`src/rtl/core/ultrasonic_echo_ranging_core_assert.svh`:
```
// Assertion macros for the ranging core; clk and rst_n are taken from the enclosing module.
`ifndef ULTRASONIC_ECHO_RANGING_CORE_ASSERT_SVH
`define ULTRASONIC_ECHO_RANGING_CORE_ASSERT_SVH

`ifndef SYNTH
`define UER_ASSERT_ALWAYS(label, expr, msg) \
    label: assert property (@(posedge clk) disable iff (!rst_n) (expr)) else $error(msg);
`define UER_ASSERT_NEXT(label, ante, cons, msg) \
    label: assert property (@(posedge clk) disable iff (!rst_n) (ante) |=> (cons)) \
        else $error(msg);
`else
`define UER_ASSERT_ALWAYS(label, expr, msg)
`define UER_ASSERT_NEXT(label, ante, cons, msg)
`endif

`endif

```
`src/rtl/core/uer_pkg.sv`:
```
`default_nettype none

package uer_pkg;

    localparam int unsigned ADDR_W   = 4;
    localparam int unsigned DIST_W   = 9;
    localparam int unsigned PERIOD_W = 22;
    localparam int unsigned DIV_W    = 16;

    typedef logic [DIST_W-1:0]   dist_t;
    typedef logic [PERIOD_W-1:0] period_t;
    typedef logic [DIV_W-1:0]    div_t;
    typedef logic [1:0]          reg_idx_t;

    localparam reg_idx_t REG_ENABLE       = 2'd0;
    localparam reg_idx_t REG_NOISE_THR    = 2'd1;
    localparam reg_idx_t REG_TRIG_PERIOD  = 2'd2;
    localparam reg_idx_t REG_TICKS_PER_CM = 2'd3;

    localparam dist_t   RST_NOISE_THR    = 9'd2;
    localparam period_t RST_TRIG_PERIOD  = 22'd100000;
    localparam div_t    RST_TICKS_PER_CM = 16'd58;

endpackage

`default_nettype wire

```
`src/rtl/core/ultrasonic_echo_ranging_core.sv`:
```
// channel   direction  valid / stall           payload
// in        sink       in_valid / in_stall     echo_level
// out       source     out_valid / out_stall   trigger_level, distance_cm,
//                                              measurement_done, out_of_range
// cfg       apb        psel, penable, pwrite   paddr, pwdata, prdata
//
// One tick transaction per cycle while in_stall is low; its result is registered and shows in the next cycle.
// Latency and rate are set by the single result register after the tick logic.
// in_stall is high only while a result waits and out_stall is high.
// Reset (rst_n low, asynchronous) loads register defaults and clears all ranging state.
`default_nettype none

module ultrasonic_echo_ranging_core
#(
    parameter int unsigned MAX_RANGE_CM        = 400,
    parameter int unsigned TRIGGER_PULSE_TICKS = 10
)
(
    input  wire logic                      clk,
    input  wire logic                      rst_n,
    input  wire logic                      in_valid,
    output logic                           in_stall,
    input  wire logic                      echo_level,
    output logic                           out_valid,
    input  wire logic                      out_stall,
    output logic                           trigger_level,
    output uer_pkg::dist_t                 distance_cm,
    output logic                           measurement_done,
    output logic                           out_of_range,
    input  wire logic                      psel,
    input  wire logic                      penable,
    input  wire logic                      pwrite,
    input  wire logic [uer_pkg::ADDR_W-1:0] paddr,
    input  wire logic [31:0]               pwdata,
    output logic [31:0]                    prdata,
    output logic                           pready
);

    import uer_pkg::*;

    localparam dist_t   CM_SAT     = DIST_W'(MAX_RANGE_CM + 1);
    localparam dist_t   CM_MAX     = DIST_W'(MAX_RANGE_CM);
    localparam period_t PULSE_TICKS = PERIOD_W'(TRIGGER_PULSE_TICKS);

    logic    enable_reg;
    dist_t   noise_thr_reg;
    period_t trig_period_reg;
    div_t    ticks_per_cm_reg;

    logic    echo_prev_reg,  echo_prev_next;
    dist_t   cm_reg,         cm_next;
    div_t    sub_reg,        sub_next;
    dist_t   reported_reg,   reported_next;
    period_t period_reg,     period_next;
    logic    over_reg,       over_next;

    logic    out_valid_reg;
    logic    trig_out_reg,   trig_next;
    dist_t   dist_out_reg;
    logic    done_out_reg,   done_next;
    logic    over_out_reg;

    logic            accept;
    logic            cfg_write;
    reg_idx_t        cfg_idx;
    logic [PERIOD_W:0] period_inc;
    logic [DIV_W:0]  sub_inc;
    div_t            divisor;
    logic            rising;
    dist_t           cm_base;
    div_t            sub_base;
    dist_t           diff;

    assign pready    = 1'b1;
    assign cfg_idx   = paddr[3:2];
    assign cfg_write = psel && penable && pwrite;

    always_comb
    begin
        case (cfg_idx)
            REG_ENABLE:       prdata = {31'd0, enable_reg};
            REG_NOISE_THR:    prdata = {{(32-DIST_W){1'b0}}, noise_thr_reg};
            REG_TRIG_PERIOD:  prdata = {{(32-PERIOD_W){1'b0}}, trig_period_reg};
            REG_TICKS_PER_CM: prdata = {{(32-DIV_W){1'b0}}, ticks_per_cm_reg};
            default:          prdata = 32'd0;
        endcase
    end

    always_ff @(posedge clk or negedge rst_n)
    begin
        if (!rst_n)
        begin
            enable_reg       <= 1'b0;
            noise_thr_reg    <= RST_NOISE_THR;
            trig_period_reg  <= RST_TRIG_PERIOD;
            ticks_per_cm_reg <= RST_TICKS_PER_CM;
        end
        else if (cfg_write)
        begin
            case (cfg_idx)
                REG_ENABLE:       enable_reg       <= pwdata[0];
                REG_NOISE_THR:    noise_thr_reg    <= pwdata[DIST_W-1:0];
                REG_TRIG_PERIOD:  trig_period_reg  <= pwdata[PERIOD_W-1:0];
                REG_TICKS_PER_CM: ticks_per_cm_reg <= pwdata[DIV_W-1:0];
                default:          ;
            endcase
        end
    end

    assign in_stall = out_valid_reg && out_stall;
    assign accept   = in_valid && !in_stall;

    always_comb
    begin
        divisor    = (ticks_per_cm_reg == '0) ? DIV_W'(1) : ticks_per_cm_reg;
        period_inc = {1'b0, period_reg} + 1'b1;
        rising     = echo_level && !echo_prev_reg;
        cm_base    = rising ? '0 : cm_reg;
        sub_base   = rising ? '0 : sub_reg;
        sub_inc    = {1'b0, sub_base} + 1'b1;
        diff       = (cm_reg > reported_reg) ? (cm_reg - reported_reg)
                                             : (reported_reg - cm_reg);

        echo_prev_next = echo_prev_reg;
        cm_next        = cm_reg;
        sub_next       = sub_reg;
        reported_next  = reported_reg;
        period_next    = period_reg;
        over_next      = over_reg;
        trig_next      = 1'b0;
        done_next      = 1'b0;

        if (!enable_reg)
        begin
            period_next    = '0;
            echo_prev_next = 1'b0;
            cm_next        = '0;
            sub_next       = '0;
        end
        else
        begin
            trig_next   = period_reg < PULSE_TICKS;
            period_next = (period_inc >= {1'b0, trig_period_reg}) ? '0
                                                                  : period_inc[PERIOD_W-1:0];
            if (echo_level)
            begin
                if (sub_inc >= {1'b0, divisor})
                begin
                    sub_next = '0;
                    cm_next  = (cm_base < CM_SAT) ? cm_base + 1'b1 : cm_base;
                end
                else
                begin
                    sub_next = sub_inc[DIV_W-1:0];
                    cm_next  = cm_base;
                end
            end
            else if (echo_prev_reg)
            begin
                over_next = cm_reg > CM_MAX;
                if (diff > noise_thr_reg)
                begin
                    reported_next = cm_reg;
                end
                done_next = 1'b1;
            end
            echo_prev_next = echo_level;
        end
    end

    always_ff @(posedge clk or negedge rst_n)
    begin
        if (!rst_n)
        begin
            echo_prev_reg <= 1'b0;
            cm_reg        <= '0;
            sub_reg       <= '0;
            reported_reg  <= '0;
            period_reg    <= '0;
            over_reg      <= 1'b0;
        end
        else if (accept)
        begin
            echo_prev_reg <= echo_prev_next;
            cm_reg        <= cm_next;
            sub_reg       <= sub_next;
            reported_reg  <= reported_next;
            period_reg    <= period_next;
            over_reg      <= over_next;
        end
    end

    always_ff @(posedge clk or negedge rst_n)
    begin
        if (!rst_n)
        begin
            out_valid_reg <= 1'b0;
        end
        else if (accept)
        begin
            out_valid_reg <= 1'b1;
        end
        else if (!out_stall)
        begin
            out_valid_reg <= 1'b0;
        end
    end

    always_ff @(posedge clk)
    begin
        if (accept)
        begin
            trig_out_reg <= trig_next;
            dist_out_reg <= reported_next;
            done_out_reg <= done_next;
            over_out_reg <= over_next;
        end
    end

    assign out_valid        = out_valid_reg;
    assign trigger_level    = trig_out_reg;
    assign distance_cm      = dist_out_reg;
    assign measurement_done = done_out_reg;
    assign out_of_range     = over_out_reg;

`include "ultrasonic_echo_ranging_core_assert.svh"

    `UER_ASSERT_ALWAYS(a_cm_saturated, cm_reg <= CM_SAT, "centimetre count above saturation")
    `UER_ASSERT_NEXT(a_disabled_clears, accept && !enable_reg,
                     period_reg == '0 && cm_reg == '0 && sub_reg == '0, "disabled tick kept state")
    `UER_ASSERT_ALWAYS(a_stall_needs_result, !in_stall || out_valid_reg,
                       "input stalled with no result waiting")

endmodule

`default_nettype wire

```
`config.mk`:
```
export PLATFORM = sky130hd
export DESIGN_NAME = ultrasonic_echo_ranging_core
export DESIGN_NICKNAME = d
export VERILOG_FILES = /design/src/rtl/core/uer_pkg.sv /design/src/rtl/core/ultrasonic_echo_ranging_core.sv
export VERILOG_INCLUDE_DIRS = /design/src /design/src/rtl/core
export SDC_FILE = /design/constraint.sdc
export NUM_CORES = 1
export LEC_CHECK = 0
export BUFFER_PORTS_ARGS = -buffer_cell sky130_fd_sc_hd__buf_2
export CAP_MARGIN = 5
export CELL_PAD_IN_SITES_DETAIL_PLACEMENT = 1
export CELL_PAD_IN_SITES_GLOBAL_PLACEMENT = 2
export CORE_MARGIN = 2
export CORE_UTILIZATION = 33
export DETAILED_ROUTE_END_ITERATION = 6
export PLACE_DENSITY_LB_ADDON = 0.1
export SYNTH_ARGS = -nofsm -noshare
export SYNTH_HDL_FRONTEND = slang
export SYNTH_SLANG_ARGS = --single-unit
```
`constraint.sdc`:
```
create_clock -name clk -period 4.8 [get_ports clk]
set_clock_uncertainty 0.1 [all_clocks]
set_input_delay 0.96 -clock clk [delete_from_list [all_inputs] [get_ports clk]]
set_output_delay 0.96 -clock clk [all_outputs]
set_load 0.05 [all_outputs]
```
==> results of run 1 <==
-- metrics by stage --
step	total power, mW	cells	worst slack, ns
global route	4.12	1327	0.103
floorplan	2.09	911	0.280
CTS	3.93	1325	0.154
detailed placement	2.46	1293	0.141
finish	3.88	1327	0.405
global placement	2.44	1293	0.160
-- cell type report --
cell class              instances  area share (%)
clock inverters                13            1.95
multi-input cells             668            47.3
well taps                     324            4.24
repair buffers                107            6.68
clock buffers                  19            4.86
inverters                      77            3.02
flip-flops and latches        119            31.9
-- what timing repair did --
item                       4_1_cts  5_1_grt
resized for setup                0        1
buffers inserted                 0        2
setup endpoints to repair        0       18
-- path summary, 6_finish.rpt --
kind | startpoint | endpoint | slack [ns] | cells past startpoint
worst max-delay path | cm_reg[1] | distance_cm[1] | 0.41 | 18
worst min-delay path | over_reg | over_reg | 0.37 | 2
worst max register to register | cm_reg[1] | distance_cm[1] | 0.41 | 18
worst min register to register | over_reg | over_reg | 0.37 | 2
max in group asynchronous | rst_n | reported_reg[6] | 3.15 | 2
min in group asynchronous | rst_n | ticks_per_cm_reg[10] | 0.49 | 1
-- worst register-to-register path, delay by kind of cell (launching register included) --
family,cells,cell delay (ns)
muxes,1,0.34
DFF,1,0.37
AOI/OAI and AO/OA,9,1.63
buffers and inverters,4,0.77
adders and majority gates,2,0.60
and+or+nand+nor,2,0.30
-- per-layer routing --
layer | part of all wire, % | track usage [%] | wire length (microns)
met2 | 51 | 36.0 | 12700
met3 | 2.5 | 2.97 | 634
met4 | 1.0 | 4.63 | 253
met1 | 46 | 26.4 | 11600
met5 | 0 | 0 | 0
-- cell families after synthesis --
kind of cell    count (synthesis)  synth area share [%]
compound gates                230                  19.0
xor+xnor                       29                  3.15
fa+ha+maj                      69                  10.9
buf+inv                       124                  6.80
flops                         119                  37.9
mux                            22                  3.03
other cells                     2                0.0932
simple gates                  307                  19.1
-- cell usage in the layout (no fill, tap or decap), types with 13 or more instances in the layout --
cell / count
clkbuf_16: 18
a21oi_1: 24
o21ai_0: 101
o211ai_1: 13
nand3_1: 24
and2_1: 13
buf_2: 66
inv_1: 77
nor2b_1: 22
dfrtp_1: 96
xnor2_1: 20
ha_1: 67
buf_4: 41
nor2_1: 36
nand4_1: 15
nand2_1: 120
nor3_1: 16
a22o_1: 20
-- where the power goes --
group          switching, mW  internal (mW)
Sequential            0.0915           1.16
Clock                  0.523          0.919
Combinational          0.732          0.453
==> run_results.csv, run 1 <==
group,metric,value,unit
finish,layout.filler_cells,2814,
logic_synthesis,synth.top_cells.by_area,"dfrtp_1 30%, ha_1 10%, o21ai_0 6.3%",
job,max-cap-violations,0,
logic_synthesis,yosys.cell_count.top_type,"nand2_1",
critical_path,timing.setup.critical_path_class,"flop to flop",
critical_path,crit_path_max_incr_delay,0.38,ns
critical_path,cpMostUsedCell,"buf_4",
finish,syn2layout_area_growth,18.5,%
placed_design,place.gp.congestion,0.764,
logic_synthesis,synth-warning-count,0,
critical_path,critical_path_arrival,4.45,ns
route,drt.antenna.violating_nets,0,
logic_synthesis,average_cell_area_after_synthesis,8.94,sq um
sta,final-hold-violation-count,0,
grt,grt_pass1_wl,40300,microns
route,router_iterations_before_antenna_repair,4,
sta,worstMarginPinSlew,0.788,ns
floorplanning,die_h,160,microns
critical_path,critPathMaxFanout,16,
sta,finalSetupViolCount,0,
logic_synthesis,async_flop_share,89.9,%
cts,htree_levels,4,
sta,achievable-frequency,228,MHz
cts,hold_fix_buffer_count_after_cts,0,
route,drt_first_iter_violations,275,
pwr,power.density_cell_area,406,mW/mm^2
grt,antenna_violations_before_repair,0,
sta,totalNegativeSetupSlack,0,ns
cts,clock_latency,0.43,ns
placed_design,hpwlAfterDp,19100,microns
cts,clock_tree_root_buffer_cell,"clkbuf_16",
cts,clk_transition_reported_paths,0.06,ns
route,num_vias,6817,
logic_synthesis,synthTopCellsByCount,"120 x nand2_1, 101 x o21ai_0, 96 x dfrtp_1, 77 x inv_1, 67 x ha_1",
critical_path,worstPathRequired,4.85,ns
logic_synthesis,post-synth-top-area-cell,"dfrtp_1",
grt,grt_pass1_vias,7059,
critical_path,worstSetupEndpointType,"flop",
finish,post_route_cells_drive_above_1_share,19.9,%
floorplanning,initial_utilization,33.3,%
finish,final_core_utilization,39.5,%
sta,rsz0062_at_grt,"no",
finish,regArea,0.00305,sq mm
cts,clock_buffer_count_from_cts,17,
logic_synthesis,ys_types,79,
logic_synthesis,synth_cells,902,
sta,relSlewSlack,47.3,%
pwr,p_leak,4.47,nW
finish,multi_input_area,0.00452,sq mm
sta,fin_crit,4.39,ns
cts,clock_sinks,119,
grt,gr-total-overflow,0,
finish,postLayoutCellArea,0.00956,sq mm
grt,gr-usage-all-layers,20.4,%
sta,report.final.slew_viol_count,0,
floorplanning,die_x,160,microns
floorplanning,core.rowCount,57,
placed_design,port-buffer-count,67,
floorplanning,io-pin-count,91,
finish,count_of_inserted_antenna_diode_cells,0,
logic_synthesis,synthesis.area,0.00806,sq mm
route,drt-wirelength-per-cell,19.0,microns
route,detail_route.wirelength,25200,microns
pwr,peak_ir_drop_on_the_vdd_network,172,uV
logic_synthesis,synth_top_area_share,29.8,%
logic_synthesis,synth_seq_cells,119,
placed_design,place_area,0.00888,sq mm
critical_path,crit_buf_inv,4,
route,drc,0,
floorplanning,die_area,0.0257,sq mm
critical_path,path_delay_family,"compound AO/OA/AOI/OAI gates",
finish,nNetsFinal,1103,
cts,cts_max_path_buffers,2,
status,outcome,"complete, no violations",
sta,min_period_over_period,91.6,%
logic_synthesis,seq_area_frac_synth,37.9,%
floorplanning,coreArea,0.0242,sq mm
sta,hold_ws,0.366,ns
cts,cts_tree,"built",
logic_synthesis,synth_ff_type,"dfrtp_1",
critical_path,timing.critical_path.slowest_stage_cell,"o31ai_4",
critical_path,startpoint_type,"flop",
worst_hold_path,worst_min_delay_path_category,"flop to flop",
logic_synthesis,synth_edf_count,12,
route,avgViaCountPerCell,5.14,
grt,grt_start_max_net_pins,54,
critical_path,path_cells,"inv_1 > ha_1 > nor2b_1 > o2111ai_2 > a311oi_2 > o31ai_4 > buf_4 > mux2_2 > ha_1 > nor2b_1 > o21a_1 > o21a_1 > o21ai_0 > a221oi_1 > o211ai_1 > buf_4 > buf_4 > o21ai_0",
No activity file was read; power rests on OpenSTA's default activity.
==> run 2: changes to the inputs <==
--- a/config.mk
+++ b/config.mk
@@ -14,6 +14,7 @@
 export CORE_UTILIZATION = 33
 export DETAILED_ROUTE_END_ITERATION = 6
 export PLACE_DENSITY_LB_ADDON = 0.1
+export REMOVE_ABC_BUFFERS = 1
 export SYNTH_ARGS = -nofsm -noshare
 export SYNTH_HDL_FRONTEND = slang
 export SYNTH_SLANG_ARGS = --single-unit
==> run 2 against run 1 <==
  * Clock power shrank 10%
  * Final cell count shrank 0.30%
  * Flip-flop and latch count is the same
  * Sequential power is essentially flat
  * Global-route usage shrank 0.36 points
  * Sequential share of layout area grew 0.20 points
  * Non-clock buffer count shrank 4
  * Maximum frequency shrank 2.2%
  * Core utilization shrank 0.25 points
  * Count of clock-buffer cells in the layout shrank 1
  * Critical path type unchanged
  * Critical endpoint is now reported_reg[8]
  * Largest cell class unchanged
==> run_results.csv, run 2 (same netlist as run 1, synthesis figures left out) <==
group,metric,value,unit
critical_path,timing.critical_path.slowest_stage_cell,"dfrtp_1",
route,wl_met2,12600,microns
critical_path,startpoint_type,"flop",
pwr,cell_internal_pwr,2.39,mW
cts,cts.repair.resized,0,
finish,nNetsFinal,1099,
floorplanning,core.rowCount,57,
floorplanning,io-pin-count,91,
finish,syn2layout_area_growth,17.8,%
finish,count_of_inserted_antenna_diode_cells,0,
pwr,p_sw_share,35.8,%
floorplanning,die_h,160,microns
sta,achievable-frequency,222,MHz
route,dr_wl_met3,513,microns
grt,gr-total-overflow,0,
cts,post-cts-setup-buffer-count,0,
pwr,seqPwrFrac,33.7,%
floorplanning,coreArea,0.0242,sq mm
status,outcome,"complete, no violations",
pwr,power.density_cell_area,391,mW/mm^2
critical_path,worstSetupEndpointType,"flop",
cts,clk_transition_reported_paths,0.06,ns
critical_path,path_cells,"inv_1 > ha_1 > or2_2 > a21oi_2 > a311oi_2 > o31ai_4 > buf_4 > mux2_2 > ha_1 > nor2b_1 > o21a_1 > o21a_1 > o21ai_0 > a221oi_1 > o211ai_1 > buf_4 > nand2b_1 > mux2_2",
critical_path,crit_path_max_incr_delay,0.44,ns
finish,stdcell_count,1323,
route,detail_route.wirelength,24500,microns
grt,grt_start_max_net_pins,59,
route,router_iterations_before_antenna_repair,4,
route,drc,0,
critical_path,critical_path_arrival,4.70,ns
pwr,switching_power,1.33,mW
route,drt.antenna.violating_nets,0,
placed_design,place.detailed.instances,1291,
cts,clock_buffer_count_from_cts,17,
pwr,peak_ir_drop_on_the_vdd_network,220,uV
sta,min_period_over_period,93.6,%
critical_path,critPathMaxFanout,14,
cts,htree_levels,4,
sta,rsz0062_at_grt,"no",
cts,hold_fix_buffer_count_after_cts,0,
pwr,pwr-share-comb,31.5,%
placed_design,port-buffer-count,67,
route,avgViaCountPerCell,5.13,
floorplanning,die_x,160,microns
grt,antenna_violations_before_repair,1,
sta,fin_crit,4.49,ns
route,drt-wirelength-per-cell,18.5,microns
route,num_vias,6789,
sta,worstMarginPinSlew,1.01,ns
grt,grt_pass1_vias,7108,
grt,gr-usage-all-layers,20.0,%
cts,clock_latency,0.42,ns
critical_path,crit_buf_inv,3,
route,drt_first_iter_violations,213,
cts,cts_tree,"built",
pwr,clkPwrFrac,34.8,%
floorplanning,initial_utilization,33.3,%
placed_design,hpwlAfterDp,18700,microns
placed_design,place.gp.congestion,0.751,
sta,final-hold-violation-count,0,
sta,relSlewSlack,32.6,%
sta,report.final.slew_viol_count,0,
cts,clock_sinks,119,
finish,final_cell_mix,"120 x nand2_1, 101 x o21ai_0, 96 x dfrtp_1",
finish,most_common_cell_after_layout_fill_and_taps_aside,"nand2_1",
worst_hold_path,worst_min_delay_path_category,"flop to flop",
cts,cts_max_path_buffers,2,
grt,grt_pass1_wl,40200,microns
pwr,p_leak,4.42,nW
route,met1Wirelength,11200,microns
route,route.top_layer_used,"met4",
critical_path,worstPathRequired,5.00,ns
sta,finalSetupViolCount,0,
critical_path,timing.setup.critical_path_class,"flop to flop",
critical_path,path_delay_family,"compound AO/OA/AOI/OAI gates",
job,max-cap-violations,0,
floorplanning,die_area,0.0257,sq mm
finish,final_core_utilization,39.3,%
finish,post_route_cells_drive_above_1_share,19.5,%
cts,clock_tree_root_buffer_cell,"clkbuf_16",
==> run 2: cell count changes in the layout (fill, tap and decap cells not counted) <==
cell | before | now
buf_4 | 41 | 34
inv_4 | 1 | 0
nor3b_1 | 2 | 3
inv_6 | 4 | 2
clkbuf_16 | 18 | 17
clkinv_2 | 2 | 3
buf_12 | 0 | 3
clkinv_4 | 0 | 3
bufinv_16 | 4 | 2
nor3b_2 | 2 | 1
clkinvlp_4 | 2 | 4
==> run 2: tightest hold or removal path, stage by stage, from the launching register on <==
cell and delay, ns:
dfrtp_1 0.35, nand2_1 0.05, nand2_1 0.06
==> run 2: worst paths after layout <==
kind                           start            endpoint  slack [ns]  cells past startpoint
max                        cm_reg[5]     reported_reg[8]        0.31                     18
min reg2reg                 over_reg            over_reg        0.40                      2
max reg2reg                cm_reg[5]     reported_reg[8]        0.31                     18
max in group asynchronous      rst_n  trig_period_reg[7]        3.28                      2
min                         over_reg            over_reg        0.40                      2
min in group asynchronous      rst_n         sub_reg[10]        0.49                      1
==> run 2: power groups by stage <==
stage	Combinational [mW]	Sequential, mW	Clock (mW)
2_1_floorplan	0.789	1.27	0
3_3_place_gp	1.17	1.27	0
3_5_place_dp	1.18	1.27	0
4_1_cts	1.19	1.25	1.33
5_1_grt	1.32	1.27	1.38
6_report	1.17	1.25	1.29
==> run 2: layout make-up <==
type	count	area, sq um
sequential	119	3050
fill	2788	14700
tap	324	405
clock buffer	18	439
timing repair buffer	103	646
clock inverter	14	149
inverter	77	289
multi-input combinational	668	4520
==> run 2: metal layers <==
metal  global-route usage [%]  up-vias
met4                     4.63        0
met1                     25.7     3366
met2                     35.6       66
met5                        0        -
li1                         -     3343
met3                     2.94       14
==> run 2: stage by stage <==
| step | area [sq um] | setup WS [ns] | setup TNS [ns] | hold WS [ns] | power, mW |
|---|---|---|---|---|---|
| final | 9500 | 0.305 | 0 | 0.399 | 3.71 |
| after global routing | 9500 | 0.0178 | 0 | 0.418 | 3.97 |
| after CTS | 9490 | 0.185 | 0 | 0.409 | 3.78 |
| after detailed placement | 8900 | 0.138 | 0 | 0.392 | 2.46 |
| after global placement | 8900 | 0.151 | 0 | 0.360 | 2.44 |
| after floorplan | 7840 | -0.152 | -0.189 | 0.342 | 2.06 |
==> run 3: changes to the inputs <==
--- a/config.mk
+++ b/config.mk
@@ -10,7 +10,7 @@
 export CAP_MARGIN = 5
 export CELL_PAD_IN_SITES_DETAIL_PLACEMENT = 1
 export CELL_PAD_IN_SITES_GLOBAL_PLACEMENT = 2
-export CORE_MARGIN = 2
+export CORE_MARGIN = 5
 export CORE_UTILIZATION = 33
 export DETAILED_ROUTE_END_ITERATION = 6
 export PLACE_DENSITY_LB_ADDON = 0.1
==> run 3 against run 2 <==
  * Critical path type unchanged
  * Core utilization decreased by 0.11 points
  * Flip-flop and latch count unchanged
  * Final cell count decreased by 0.15%
  * Die area increased by 7.6%
  * Via count decreased by 1.0%
  * Global-route usage decreased by 1.9 points
  * First-iteration DRC count decreased by 13%
  * Count of clock-buffer cells in the layout increased by 7
  * Sequential power about the same
==> run_results.csv, run 3 (same netlist as run 1, synthesis figures left out) <==
group,metric,value,unit
placed_design,place_area,0.00889,sq mm
route,detail_route.wirelength,24500,microns
critical_path,r2r-end,"reported_reg[8]",
grt,grt_start_max_net_pins,63,
critical_path,rr_startpoint,"cm_reg[5]",
finish,most_common_cell_after_layout_fill_and_taps_aside,"nand2_1",
route,drt_first_iter_violations,186,
worst_hold_path,worst_min_delay_path_category,"flop to flop",
critical_path,timing.critical_path.slowest_stage_cell,"dfrtp_1",
finish,nNetsFinal,1097,
grt,grt_pass1_vias,7085,
placed_design,place.detailed.instances,1289,
cts,cts_max_path_buffers,2,
sta,hold_ws,0.382,ns
worst_hold_path,timing.hold.worst_path_depth,2,
grt,gr-total-overflow,0,
pwr,power.density_cell_area,388,mW/mm^2
critical_path,worst-r2r-cell-count,18,
sta,worstMarginPinSlew,0.786,ns
finish,final_core_utilization,39.2,%
finish,postLayoutCellArea,0.00947,sq mm
floorplanning,die_area,0.0277,sq mm
critical_path,path_cells,"inv_1 > ha_1 > or2_2 > a21oi_2 > a311oi_2 > o31ai_4 > buf_4 > mux2_2 > ha_1 > nor2b_1 > o21a_1 > o21a_1 > o21ai_0 > a221oi_1 > o211ai_1 > buf_6 > nand2b_1 > mux2_2",
critical_path,critical_path_arrival,4.65,ns
floorplanning,core.rowCount,57,
grt,gr-usage-all-layers,18.1,%
cts,cts_tree,"built",
route,avgViaCountPerCell,5.09,
job,max-cap-violations,0,
cts,clock_latency,0.43,ns
critical_path,critPathMaxFanout,26,
pwr,peak_ir_drop_on_the_vdd_network,130,uV
sta,relSlewSlack,47.4,%
cts,clock_tree_root_buffer_cell,"clkbuf_16",
route,drt-wirelength-per-cell,18.5,microns
floorplanning,initial_utilization,33.3,%
finish,count_of_inserted_antenna_diode_cells,0,
floorplanning,die_h,166,microns
critical_path,timing.setup.critical_path_class,"flop to flop",
cts,clk_transition_reported_paths,0.05,ns
floorplanning,coreArea,0.0242,sq mm
sta,final-hold-violation-count,0,
worst_hold_path,hp-start,"over_reg",
sta,report.final.slew_viol_count,0,
route,router_iterations_before_antenna_repair,4,
placed_design,hpwlAfterDp,18600,microns
critical_path,crit_path_max_incr_delay,0.46,ns
finish,stdcell_count,1321,
pwr,p_leak,4.41,nW
route,drt.antenna.violating_nets,0,
critical_path,ff2ff_setup_slack,0.35,ns
route,drc,0,
critical_path,startpoint_type,"flop",
cts,clock_buffer_count_from_cts,17,
finish,final_cell_mix,"120 x nand2_1, 101 x o21ai_0, 96 x dfrtp_1",
status,outcome,"complete, no violations",
critical_path,worstSetupEndpointType,"flop",
cts,htree_levels,4,
finish,syn2layout_area_growth,17.5,%
cts,clock_sinks,119,
grt,antenna_violations_before_repair,0,
sta,min_period_over_period,92.7,%
critical_path,crit_buf_inv,3,
placed_design,place.gp.congestion,0.775,
worst_hold_path,worstHoldEndpoint,"over_reg",
sta,rsz0062_at_grt,"no",
placed_design,port-buffer-count,67,
sta,fin_crit,4.45,ns
route,num_vias,6721,
sta,achievable-frequency,225,MHz
finish,layout.filler_cells,2870,
grt,grt_pass1_wl,39700,microns
finish,post_route_cells_drive_above_1_share,19.0,%
sta,finalSetupViolCount,0,
floorplanning,die_x,166,microns
floorplanning,io-pin-count,91,
critical_path,path_delay_family,"compound AO/OA/AOI/OAI gates",
critical_path,worstPathRequired,5.00,ns
-- run 3: cell types whose count changed in the layout (fill, tap and decap cells not counted), sizes merged --
cell      change
clkbuf        +7
clkinv        -3
buf           -2
clkinvlp      -2
bufinv        -1
inv           -1
-- run 3: metal layers --
layer	track usage (%)	wire length, microns	vias to the layer above
met5	0	0	-
met3	3.17	378	19
li1	-	-	3345
met2	31.3	12300	57
met1	23.3	11500	3300
met4	4.80	333	0
-- run 3: timing repair --
item,4_1_cts,5_1_grt
resized for setup,0,2
setup buffers,0,0
endpoints found under the setup margin,0,5
hold endpoints to repair,0,0
hold buffers,0,0
-- run 3: area by class of cell --
class                   instances  area (sq um)  share of cell area [%]
multi-input cells             668          4520                    47.7
flip-flops and latches        119          3050                    32.2
repair buffers                101           634                    6.70
clock buffers                  25           507                    5.35
well taps                     324           405                    4.28
inverters                      77           289                    3.05
clock inverters                 7          66.3                   0.700
-- run 3: per-stage QoR --
| step | worst slack [ns] | TNS [ns] | power, mW |
|---|---|---|---|
| 2_1_floorplan | -0.152 | -0.189 | 2.06 |
| 3_3_place_gp | 0.209 | 0 | 2.43 |
| 3_5_place_dp | 0.199 | 0 | 2.45 |
| 4_1_cts | 0.248 | 0 | 3.75 |
| 5_1_grt | 0.0359 | 0 | 3.92 |
| 6_report | 0.349 | 0 | 3.68 |
-- run 3: tightest hold or removal path: stages, from the launching register on --
cell and delay [ns]:
dfrtp_1 0.34, nand2_1 0.05, nand2_1 0.05
-- run 3: power breakdown --
group,total (mW),switching (mW),internal (mW)
clock,1.26,0.482,0.782
combinational,1.16,0.722,0.441
sequential,1.25,0.0897,1.16
-- run 3: worst max-delay path by stage --
stage / from / to / slack, ns / cells past startpoint
2_1_floorplan: cm_reg[1] / reported_reg[8] / -0.15 / 16
3_3_place_gp: echo_level / cm_reg[8] / 0.21 / 19
6_report: cm_reg[5] / reported_reg[8] / 0.35 / 18
5_1_grt: cm_reg[5] / reported_reg[8] / 0.04 / 18
3_5_place_dp: echo_level / cm_reg[2] / 0.20 / 18
4_1_cts: reported_reg[1] / reported_reg[8] / 0.25 / 17
